==> config.mk <==
export PLATFORM = sky130hd
export DESIGN_NAME = lamp_time_switch_controller_unit
export DESIGN_NICKNAME = d
export VERILOG_FILES = /design/src/sv/ltsc_pkg.sv /design/src/sv/ltsc_in_reg.sv /design/src/sv/ltsc_fsm.sv /design/src/sv/ltsc_out_reg.sv /design/src/sv/lamp_time_switch_controller_unit.sv
export SDC_FILE = /design/constraint.sdc
export NUM_CORES = 1
export LEC_CHECK = 0
export ABC_AREA = 1
export BUFFER_PORTS_ARGS = -buffer_cell sky130_fd_sc_hd__buf_4
export CAP_MARGIN = 20
export CORE_ASPECT_RATIO = 2
export CORE_MARGIN = 1.5
export CORE_UTILIZATION = 29
export DETAILED_ROUTE_END_ITERATION = 12
export GPL_TIMING_DRIVEN = 0
export PLACE_DENSITY = 0.4
export SYNTH_ARGS = -nofsm -noshare
export SYNTH_HDL_FRONTEND = slang
export SYNTH_SLANG_ARGS = --single-unit
==> constraint.sdc <==
create_clock -name clk -period 3.5 [get_ports clk]
set_input_delay 0.35 -clock clk [delete_from_list [all_inputs] [get_ports clk]]
set_output_delay 0.35 -clock clk [all_outputs]
set_load 0.05 [all_outputs]
==> src/sv/ltsc_pkg.sv <==
// Lamp time switch controller: shared types, codes and time arithmetic.
// Used by every module of the block; no dependencies.
package ltsc_pkg;

  localparam int unsigned HoursPerDay = 24;
  localparam int unsigned MinsPerHour = 60;

  localparam logic [2:0] CMD_MODE  = 3'd0;
  localparam logic [2:0] CMD_UP    = 3'd1;
  localparam logic [2:0] CMD_DOWN  = 3'd2;
  localparam logic [2:0] CMD_DIGIT = 3'd3;
  localparam logic [2:0] CMD_TICK  = 3'd4;
  localparam logic [2:0] CMD_CLOCK = 3'd5;

  localparam logic [1:0] MODE_BLANK = 2'd0;
  localparam logic [1:0] MODE_CUR   = 2'd1;
  localparam logic [1:0] MODE_ON    = 2'd2;
  localparam logic [1:0] MODE_OFF   = 2'd3;

  localparam logic [1:0] DIG_NONE  = 2'd0;
  localparam logic [1:0] DIG_HOURS = 2'd1;
  localparam logic [1:0] DIG_TENS  = 2'd2;
  localparam logic [1:0] DIG_MINS  = 2'd3;

  localparam logic [1:0] TGT_CUR = 2'd0;
  localparam logic [1:0] TGT_ON  = 2'd1;
  localparam logic [1:0] TGT_OFF = 2'd2;

  typedef struct packed {
    logic [2:0] cmd;
    logic [4:0] now_hours;
    logic [5:0] now_minutes;
  } evt_t;

  typedef struct packed {
    logic [1:0] display_mode;
    logic [1:0] edit_digit;
    logic [4:0] shown_hours;
    logic [5:0] shown_minutes;
    logic       lamp_on;
    logic       restart_timeout;
    logic       set_clock;
  } res_t;

  function automatic logic [4:0] hours_wrap(input logic [4:0] h);
    hours_wrap = (h >= 5'(HoursPerDay)) ? h - 5'(HoursPerDay) : h;
  endfunction

  function automatic logic [5:0] minutes_wrap(input logic [5:0] m);
    minutes_wrap = (m >= 6'(MinsPerHour)) ? m - 6'(MinsPerHour) : m;
  endfunction

  function automatic logic [4:0] hours_step(input logic [4:0] h, input logic up);
    if (up) begin
      hours_step = (h == 5'(HoursPerDay - 1)) ? 5'd0 : h + 5'd1;
    end else begin
      hours_step = (h == 5'd0) ? 5'(HoursPerDay - 1) : h - 5'd1;
    end
  endfunction

  // big selects a step of ten minutes, otherwise one
  function automatic logic [5:0] minutes_step(input logic [5:0] m, input logic up,
                                               input logic big);
    logic [6:0] d;
    logic [6:0] s;
    d = big ? 7'd10 : 7'd1;
    if (up) begin
      s = {1'b0, m} + d;
      if (s >= 7'(MinsPerHour)) begin
        s = s - 7'(MinsPerHour);
      end
    end else if ({1'b0, m} < d) begin
      s = {1'b0, m} + 7'(MinsPerHour) - d;
    end else begin
      s = {1'b0, m} - d;
    end
    minutes_step = s[5:0];
  endfunction

endpackage

==> src/sv/ltsc_in_reg.sv <==
// Lamp time switch controller: input register for event transactions.
// Depends on ltsc_pkg.
module ltsc_in_reg import ltsc_pkg::*; (
  input  logic clk,
  input  logic rst,
  input  logic evt_valid,
  output logic evt_stall,
  input  evt_t evt,
  input  logic go,
  output logic q_valid,
  output evt_t q
);

  assign evt_stall = q_valid && !go;

  always_ff @(posedge clk) begin
    if (rst) begin
      q_valid <= 1'b0;
    end else if (!evt_stall) begin
      q_valid <= evt_valid;
    end
  end

  always_ff @(posedge clk) begin
    if (!evt_stall && evt_valid) begin
      q <= evt;
    end
  end

endmodule

==> src/sv/ltsc_fsm.sv <==
// Lamp time switch controller: settings state, edit and lamp logic.
// One registered update per event; result is combinational. Depends on ltsc_pkg.
module ltsc_fsm import ltsc_pkg::*; (
  input  logic clk,
  input  logic rst,
  input  logic go,
  input  evt_t evt,
  output res_t res
);

  logic [1:0] mode, mode_next;
  logic [1:0] digit, digit_next;
  logic [1:0] target, target_next;
  logic       startup, startup_next;
  logic [4:0] on_hours, on_hours_next, off_hours, off_hours_next;
  logic [4:0] cur_hours, cur_hours_next;
  logic [5:0] on_minutes, on_minutes_next, off_minutes, off_minutes_next;
  logic [5:0] cur_minutes, cur_minutes_next;
  logic       lamp, lamp_next;

  logic       editing;
  logic [4:0] sel_h, ed_h;
  logic [5:0] sel_m, ed_m;
  logic       restart, setclk;
  logic [1:0] dig_inc;

  assign editing = (mode == MODE_ON) || (mode == MODE_OFF);
  assign dig_inc = digit + 2'd1;

  always_comb begin
    case (target)
      TGT_ON:  begin sel_h = on_hours;  sel_m = on_minutes;  end
      TGT_OFF: begin sel_h = off_hours; sel_m = off_minutes; end
      default: begin sel_h = cur_hours; sel_m = cur_minutes; end
    endcase
    ed_h = sel_h;
    ed_m = sel_m;
    case (digit)
      DIG_HOURS: ed_h = hours_step(sel_h, evt.cmd == CMD_UP);
      DIG_TENS:  ed_m = minutes_step(sel_m, evt.cmd == CMD_UP, 1'b1);
      DIG_MINS:  ed_m = minutes_step(sel_m, evt.cmd == CMD_UP, 1'b0);
      default: ;
    endcase
  end

  always_comb begin
    mode_next        = mode;
    digit_next       = digit;
    target_next      = target;
    startup_next     = startup;
    on_hours_next    = on_hours;
    on_minutes_next  = on_minutes;
    off_hours_next   = off_hours;
    off_minutes_next = off_minutes;
    cur_hours_next   = cur_hours;
    cur_minutes_next = cur_minutes;
    lamp_next        = lamp;
    restart          = 1'b0;
    setclk           = 1'b0;
    unique case (evt.cmd)
      CMD_MODE: begin
        if (!startup) begin
          unique case (mode)
            MODE_BLANK: begin
              mode_next = MODE_CUR;
              restart   = 1'b1;
            end
            MODE_CUR: begin
              mode_next   = MODE_ON;
              target_next = TGT_ON;
              digit_next  = DIG_HOURS;
            end
            MODE_ON: begin
              mode_next   = MODE_OFF;
              target_next = TGT_OFF;
              digit_next  = DIG_HOURS;
            end
            default: begin
              mode_next   = MODE_CUR;
              target_next = TGT_CUR;
              digit_next  = DIG_NONE;
              restart     = 1'b1;
            end
          endcase
        end
      end
      CMD_UP, CMD_DOWN: begin
        if (editing) begin
          case (target)
            TGT_ON:  begin on_hours_next  = ed_h; on_minutes_next  = ed_m; end
            TGT_OFF: begin off_hours_next = ed_h; off_minutes_next = ed_m; end
            default: begin cur_hours_next = ed_h; cur_minutes_next = ed_m; end
          endcase
        end
      end
      CMD_DIGIT: begin
        if (editing) begin
          digit_next = dig_inc;
          if (dig_inc == DIG_NONE) begin
            mode_next   = MODE_CUR;
            target_next = TGT_CUR;
            if (startup) begin
              startup_next = 1'b0;
              setclk       = 1'b1;
              restart      = 1'b1;
            end
          end
        end
      end
      CMD_TICK: begin
        if (!startup) begin
          if (mode == MODE_CUR) begin
            mode_next = MODE_BLANK;
          end
          if (cur_hours == on_hours && cur_minutes == on_minutes) begin
            lamp_next = 1'b1;
          end else if (cur_hours == off_hours && cur_minutes == off_minutes) begin
            lamp_next = 1'b0;
          end
        end
      end
      CMD_CLOCK: begin
        if (!startup && (mode == MODE_BLANK || mode == MODE_CUR)) begin
          cur_hours_next   = hours_wrap(evt.now_hours);
          cur_minutes_next = minutes_wrap(evt.now_minutes);
        end
      end
      default: ;
    endcase
  end

  always_comb begin
    res.display_mode    = mode_next;
    res.edit_digit      = digit_next;
    res.lamp_on         = lamp_next;
    res.restart_timeout = restart;
    res.set_clock       = setclk;
    case (target_next)
      TGT_ON:  begin res.shown_hours = on_hours_next;  res.shown_minutes = on_minutes_next;  end
      TGT_OFF: begin res.shown_hours = off_hours_next; res.shown_minutes = off_minutes_next; end
      default: begin res.shown_hours = cur_hours_next; res.shown_minutes = cur_minutes_next; end
    endcase
    if (mode_next == MODE_BLANK) begin
      res.shown_hours   = 5'd0;
      res.shown_minutes = 6'd0;
    end
  end

  always_ff @(posedge clk) begin
    if (rst) begin
      mode        <= MODE_ON;
      digit       <= DIG_HOURS;
      target      <= TGT_CUR;
      startup     <= 1'b1;
      on_hours    <= 5'd0;
      on_minutes  <= 6'd0;
      off_hours   <= 5'd12;
      off_minutes <= 6'd0;
      cur_hours   <= 5'd0;
      cur_minutes <= 6'd0;
      lamp        <= 1'b0;
    end else if (go) begin
      mode        <= mode_next;
      digit       <= digit_next;
      target      <= target_next;
      startup     <= startup_next;
      on_hours    <= on_hours_next;
      on_minutes  <= on_minutes_next;
      off_hours   <= off_hours_next;
      off_minutes <= off_minutes_next;
      cur_hours   <= cur_hours_next;
      cur_minutes <= cur_minutes_next;
      lamp        <= lamp_next;
    end
  end

  // start-up never re-enters once left
  a_startup_sticky: assert property (@(posedge clk) disable iff (rst)
    !startup |=> !startup) else $error("start-up flag set again");

  // clock strobe only on the transaction that ends start-up
  a_setclk_end: assert property (@(posedge clk) disable iff (rst)
    go && res.set_clock |=> !startup && mode == MODE_CUR && target == TGT_CUR)
    else $error("set_clock without end of start-up");

  a_time_range: assert property (@(posedge clk) disable iff (rst)
    cur_hours < 5'd24 && on_hours < 5'd24 && off_hours < 5'd24 &&
    cur_minutes < 6'd60 && on_minutes < 6'd60 && off_minutes < 6'd60)
    else $error("stored time out of range");

  a_startup_mode: assert property (@(posedge clk) disable iff (rst)
    startup |-> mode == MODE_ON && target == TGT_CUR)
    else $error("start-up edits wrong time");

endmodule

==> src/sv/ltsc_out_reg.sv <==
// Lamp time switch controller: result register towards the output channel.
// Depends on ltsc_pkg.
module ltsc_out_reg import ltsc_pkg::*; (
  input  logic clk,
  input  logic rst,
  input  logic q_valid,
  input  res_t d,
  output logic go,
  output logic res_valid,
  input  logic res_stall,
  output res_t res
);

  assign go = q_valid && (!res_valid || !res_stall);

  always_ff @(posedge clk) begin
    if (rst) begin
      res_valid <= 1'b0;
    end else if (!res_valid || !res_stall) begin
      res_valid <= q_valid;
    end
  end

  always_ff @(posedge clk) begin
    if (go) begin
      res <= d;
    end
  end

endmodule

==> src/sv/lamp_time_switch_controller_unit.sv <==
// Lamp time switch controller, top level: input register, settings logic,
// result register, which an accepted event passes in that order. Throughput
// one transaction per cycle unless res_stall holds the output, bounded by the
// single registered state update pass. Synchronous active-high reset: start-up
// editing of the current time in hours, lamp off, no transactions in flight.
module lamp_time_switch_controller_unit import ltsc_pkg::*; (
  input  logic clk,
  input  logic rst,
  input  logic evt_valid,
  output logic evt_stall,
  input  evt_t evt,
  output logic res_valid,
  input  logic res_stall,
  output res_t res
);

  logic go;
  logic q_valid;
  evt_t q;
  res_t d;

  ltsc_in_reg u_in (
    .clk       (clk),
    .rst       (rst),
    .evt_valid (evt_valid),
    .evt_stall (evt_stall),
    .evt       (evt),
    .go        (go),
    .q_valid   (q_valid),
    .q         (q)
  );

  ltsc_fsm u_fsm (
    .clk (clk),
    .rst (rst),
    .go  (go),
    .evt (q),
    .res (d)
  );

  ltsc_out_reg u_out (
    .clk       (clk),
    .rst       (rst),
    .q_valid   (q_valid),
    .d         (d),
    .go        (go),
    .res_valid (res_valid),
    .res_stall (res_stall),
    .res       (res)
  );

endmodule
# == After elaboration in Yosys (flattened, before gate mapping) ==
# Cells that the tools add are included.
# word_totals
ff_bits,75
elab_cells,148
inputBits,18
output_inout_bits,20
# classes
n_addsub,14
order_cmp,6
n_reduce_logical,23
n_mux,62
n_eq_ne,20
# op_table
operator,count
$mux W6,16
$mux W5,14
$pmux W6 S2,3
$pmux W11 S2,1
$mux W2,10
$pmux W5 S2,2
$sub A6 B6 Y6 const B,3
$pmux W2 S2,4
$ge A7 B6 Y1 const B,2
$eq A2 B2 Y1 const B,6
$eq A6 B6 Y1,2
$pmux W2 S3,2
$sub A6 B1 Y6 const B,2
$sub A6 B4 Y6 const B,2
$eq A5 B5 Y1,2
$mux W1,9
$eq A2 B1 Y1 const B,4
$add A6 B1 Y7 const B,1
$add A6 B4 Y7 const B,1
$add A6 B6 Y6 const B,1
$eq A3 B2 Y1 const B,2
$eq A3 B3 Y1 const B,2
$ge A6 B6 Y1 const B,1
$logic_and A1 B1 Y1,6
other kinds (17),27

# == Logic depth before layout (Yosys ltp) ==
# depth
depth_word,11
mapped_depth,26
mapped_depth_nobuf,25

# == By module ==
# Synthesis repeated with hierarchy kept, for this count alone.
# unflattened
cells_unflattened,808
hier_area_um2,5616.6
# by_module_without_submodules
mod,cells_per_inst,area_per_inst_um2,n_inst
ltsc_fsm,764,4568.1,1
ltsc_out_reg,23,581.8,1
ltsc_in_reg,21,466.7,1

# == Least setup slack after synthesis ==
# OpenSTA, ideal clock, no wires.
# synth_path
path_kind,reg2reg
from,register u_fsm.target[0]
to,register u_out.res[5] (netlist name)
path_stages_with_launch,23
t_required_ns,3.248
slack_ns,0.528
setup_ns,0.252
arrival_ns,2.721
n_path_buf,1
path_cell_list,dfxtp_1 -> inv_1 -> ha_1 -> buf_6 -> inv_8 -> nand3_1 -> nand2_2 -> inv_1 -> ha_1 -> nand3_1 -> and2_1 -> ha_1 -> nand2_1 -> a21oi_1 -> nand2_1 -> nand3_1 -> nand3_1 -> nand2_1 -> nand4_1 -> nand3_1 -> nand2_1 -> nor2_1 -> nor2_1
# synth_between
elab_chain_len,11
# synth_lines
item,line_no,text
start: declaration,ltsc_fsm.sv:13,"logic [1:0] target, target_next;"
start signal: assignment,ltsc_fsm.sv:165,target <= target_next;
$eq A2 B2 Y1 or $eq A2 B1 Y1 (tied branches),"ltsc_fsm.sv:31, ltsc_fsm.sv:89",
$pmux W6 S2,ltsc_fsm.sv:31,case (target)
"$add A6 B6 Y6, or another cell as far along",ltsc_pkg.sv:73,"s = {1'b0, m} + 7'(MinsPerHour) - d;"
"$sub A6 B1 Y6, or another cell as far along",ltsc_pkg.sv:73,
$mux W6 (on tied branches),"ltsc_pkg.sv:72, ltsc_pkg.sv:69",
$mux W6,ltsc_pkg.sv:67,if (up) begin
$pmux W6 S2,ltsc_fsm.sv:38,case (digit)
$mux W6,ltsc_fsm.sv:89,case (target)
$mux W6,ltsc_fsm.sv:88,if (editing) begin
$pmux W6 S2 or $mux W6 (tied branches),ltsc_fsm.sv:60,unique case (evt.cmd)
$pmux W11 S2 (*),ltsc_fsm.sv:138,case (target_next)
# Mark *: on every way between the ends. The rest lies on a longest branch, timed or not.
# A chain may end at the register's enable or synchronous reset.

# == Worst setup path after layout ==
# layout_path
from,register u_fsm.target[0]
to,register u_out.res[7] (netlist name)
# layout_between
elab_chain_len,11
# layout_lines
item,line_no
$eq A2 B2 Y1 or $eq A2 B1 Y1 (tied branches),"ltsc_fsm.sv:31, ltsc_fsm.sv:89"
$pmux W6 S2,ltsc_fsm.sv:31
"$add A6 B6 Y6, or another cell as far along",ltsc_pkg.sv:73
"$sub A6 B1 Y6, or another cell as far along",ltsc_pkg.sv:73
$mux W6 (on tied branches),"ltsc_pkg.sv:72, ltsc_pkg.sv:69"
$mux W6,ltsc_pkg.sv:67
$pmux W6 S2,ltsc_fsm.sv:38
$mux W6,ltsc_fsm.sv:89
$mux W6,ltsc_fsm.sv:88
$pmux W6 S2 or $mux W6 (tied branches),ltsc_fsm.sv:60
$pmux W11 S2 (*),ltsc_fsm.sv:138
# Marked as above.

==> summary.md <==
| Metric | Value |
|---|---|
| Status | complete, no violations |
| Global Route Usage Sum | 24.1% |
| Async SR Flop Fraction | 0% |
| Clk_skew | approximately 8.5 ps |
| GP Congestion | 0.949 |
| Worst setup SP type | register |
| Critical Path RT | 3610 ps |
| Fillers | 2012 |
| Most common cell after layout, fill and taps aside | nand2_1 |
| Share of cells above drive strength 1 | 14.3% |
| First-pass iteration count of the detailed router | 5 |
| DIE AREA | around 0.02 mm^2 |
| Unrepaired setup endpoints after global routing | true |
| Multi-input gate area | 0.00317 mm^2 |
| Netlist cell types | 46 |
| Synthesized area | 0.00552 mm^2 |
| WHS Path Cells | 1 |
| Drt first-iter violations | 363 |
| Io pins | 38 |
| DRC viols | 0 |
| Setup WS post-layout | 189 ps |
| Inst Count DP | 1104 |
| Peak supply drop | 0.000260 V |
| Routed length per instance | 20.6 um |
| Most used cell, CP | nand2_1 |
| Root buffer cell | clkbuf_16 |
| Worst path depth | 23 |
| Max clock buf depth | 2 |
| DIE WIDTH | 101 um |
| Detailed placer's ending HPWL | 18.7 mm |
| Slew margin rel. | between 40% and 50% |
| Minimum clock period | 3310 ps |
| Syn_nets | 853 |
| First-pass GRT wire length | 34.8 mm |
| Vias in the first global route | about 6k |
| CP arrival | between 3000 and 4000 ps |
| Mean area per synthesized cell | a little under 7 um^2 |
| Tightest Pin Transition | 892 ps |
| Core area | around 0.019 mm^2 |
| Port Buf Inserts | 37 |
| CP max FO | 9 |
| # rows | 71 |
| Post-synthesis sequential area ratio | 33.0% |
| Synth Instances | 812 |
| CTS clk-pin slew, worst paths | 60 ps |
| Reg2Reg Depth | 23 |
| CTS Hold Bufs | 0 |
| Bufs and invs on worst path | 4 |
| Routed vias | 5863 |
| CP max-delay cell | dfxtp_1 |
| Commonest register cell after synthesis | dfxtp_1 |
| CP top delay family | simple AND/OR/NAND/NOR gates |
| Largest net degree at the start of global routing | 28 |
| CP peak stage delay | roughly 350 ps |
| Final setup fails | 0 |
| Hold crit path type | primary input to register |
| Final instance area | 0.00652 mm^2 |
| Starting Density | 29.5% |
| P&R area growth vs syn | 17.9% |
| Setup TNS | 0 ps |
| Net count, final | slightly above 900 |
| Post-route antenna net violation count | 0 |
| Avg Vias per Cell | 5.22 |
| Worst-Skew Late Latency | 350 ps |
| Total gr overflow | 0 |
| Yosys reg bits | 75 |
| DP Area | 0.00612 mm^2 |
| CP Capture Type | register |
| H-tree depth | 3 |
| Reg area | 0.00182 mm^2 |
| Power per cell area | 468 mW/mm^2 |
| Most frequent cells in the layout | 175 x nand2_1, 109 x inv_1, 80 x o21ai_0 |
| Fin. max-slew vios | 0 |
| Die Height | 198 um |
| CTS tree | done |
| Synthesis Warnings | 0 |
| MaxCap Viol Count | 0 |
| Initial antenna violation count | 0 |
| CTS Buf Count | 9 |
| Pre-CTS WS | -214 ps |
| Drt total wl | around 23 mm |
| Number of synthesized flops with an enable pin | 32 |
| Final hold violations | 0 |
| Worst path cell trace | inv_2 > ha_2 > buf_6 > inv_8 > nand3_1 > nand2_2 > inv_4 > ha_2 > nand3_2 > and2_4 > ha_2 > nand2_1 > a21oi_1 > nand2_1 > nand3_1 > nand2_1 > nand2_1 > nand2_1 > nand4_1 > nand2_1 > nand3_1 > nand2_1 > nor2_1 |
| Non-Filler Instances | 1124 |
| Fin crit share | 94.6% |
| ANT cells | 0 |
| # clock sinks | 75 |
| WS Path Type | register to register |
| Fmax | 302 MHz |
| Leak | 2.89 nW |
==> worst register-to-register path, cell delays in order (launching register included) <==
cell and delay, ps:
dfxtp_1 350, inv_2 70, ha_2 320, buf_6 150
inv_8 60, nand3_1 90, nand2_2 80, inv_4 90
ha_2 230, nand3_2 110, and2_4 190, ha_2 180
nand2_1 90, a21oi_1 80, nand2_1 120, nand3_1 100
nand2_1 80, nand2_1 50, nand2_1 110, nand4_1 140
nand2_1 170, nand3_1 80, nand2_1 80, nor2_1 50
==> registers in the layout, indices dropped and copies added, names as in the netlist <==
register,flops
u_fsm.startup,1
u_fsm.target,2
u_fsm.on_hours,5
u_fsm.digit,2
u_fsm.off_minutes,6
u_fsm.cur_minutes,6
u_fsm.off_hours,5
u_in.q_valid,1
u_out.res,18
u_fsm.on_minutes,6
u_fsm.lamp,1
u_fsm.mode,2
u_fsm.cur_hours,5
u_out.res_valid,1
u_in.q,14
==> metrics by stage <==
| stage | utilization, % | total power [W] | hold WS, ps |
|---|---|---|---|
| finish | 34.8 | 0.00305 | 171 |
| global route | 34.8 | 0.00321 | 167 |
| CTS | 34.3 | 0.00304 | 164 |
| detailed placement | 32.7 | 0.00214 | 496 |
| global placement | 32.7 | 0.00213 | 485 |
| floorplan | - | 0.00177 | 449 |
==> path summary, 6_finish.rpt <==
path	startpoint	endpoint	slack (ps)
worst min register to register	u_in.q_valid	u_out.res_valid	490
worst min-delay path	evt[4]	u_in.q[4]	170
worst max-delay path	u_fsm.target[0]	u_out.res[7]	190
worst max register to register	u_fsm.target[0]	u_out.res[7]	190
==> cells by family after synthesis <==
group	Yosys count	share of synthesized area (%)
AND/OR/NAND/NOR	340	27.3
AO/OA/AOI/OAI	215	21.9
buffers and inverters	149	10.9
flip-flops	75	33.0
adder cells (fa/ha/maj)	23	5.21
XOR/XNOR	8	1.27
multiplexers	2	0.362
==> layer usage <==
layer | track usage, % | share of wire (%) | vias up
li1 | - | - | 2835
met1 | 23.0 | 35 | 2776
met2 | 46.1 | 55 | 186
met3 | 2.65 | 3.3 | 66
met4 | 17.4 | 6.9 | 0
met5 | 0 | 0 | -
==> repair_timing <==
action / CTS / global route
endpoints found under the setup margin: 6 / 14
gates resized for setup: 9 / 21
pin swaps: 1 / 4
buffers inserted: 1 / 4
==> synthesized netlist by cell type (3+ instances only) <==
| cell type | instances | area share (%) |
|---|---|---|
| o211ai_1 | 12 | 1.6 |
| a31oi_1 | 3 | 0.34 |
| nor2_1 | 56 | 3.8 |
| o21ai_2 | 4 | 0.63 |
| o221ai_1 | 3 | 0.48 |
| nor4_1 | 3 | 0.34 |
| o21ai_1 | 16 | 1.4 |
| clkinv_1 | 3 | 0.20 |
| o22ai_1 | 15 | 1.7 |
| a221oi_1 | 4 | 0.63 |
| buf_6 | 3 | 0.61 |
| edfxtp_1 | 32 | 17 |
| o21ai_0 | 81 | 7.3 |
| nor2_2 | 4 | 0.45 |
| nand3_2 | 7 | 1.3 |
| inv_1 | 113 | 7.7 |
| nand2_1 | 178 | 12 |
| nand2_2 | 10 | 1.1 |
| or2_2 | 5 | 0.57 |
| buf_2 | 3 | 0.27 |
| nand4_1 | 10 | 1.1 |
| clkbuf_1 | 19 | 1.3 |
| nand3_1 | 58 | 5.3 |
| ha_1 | 23 | 5.2 |
| dfxtp_1 | 43 | 16 |
| xor2_1 | 8 | 1.3 |
| o2111ai_1 | 3 | 0.48 |
| a21oi_1 | 65 | 5.9 |
==> final cells by class <==
cell class	count	share of cell area (%)
clock buffers	11	3.57
repair buffers	42	4.84
clock inverters	5	0.576
plain buffers	28	2.29
inverters	120	7.20
flip-flops and latches	75	28.0
multi-input cells	588	48.7
well taps	255	4.90
==> report_power, final <==
group / switching (W) / internal (W)
Sequential: 0.0000606 / 0.000986
Clock: 0.000398 / 0.000483
Combinational: 0.000778 / 0.000346
Total: 0.00124 / 0.00181
(Power assumes the default switching activity.)
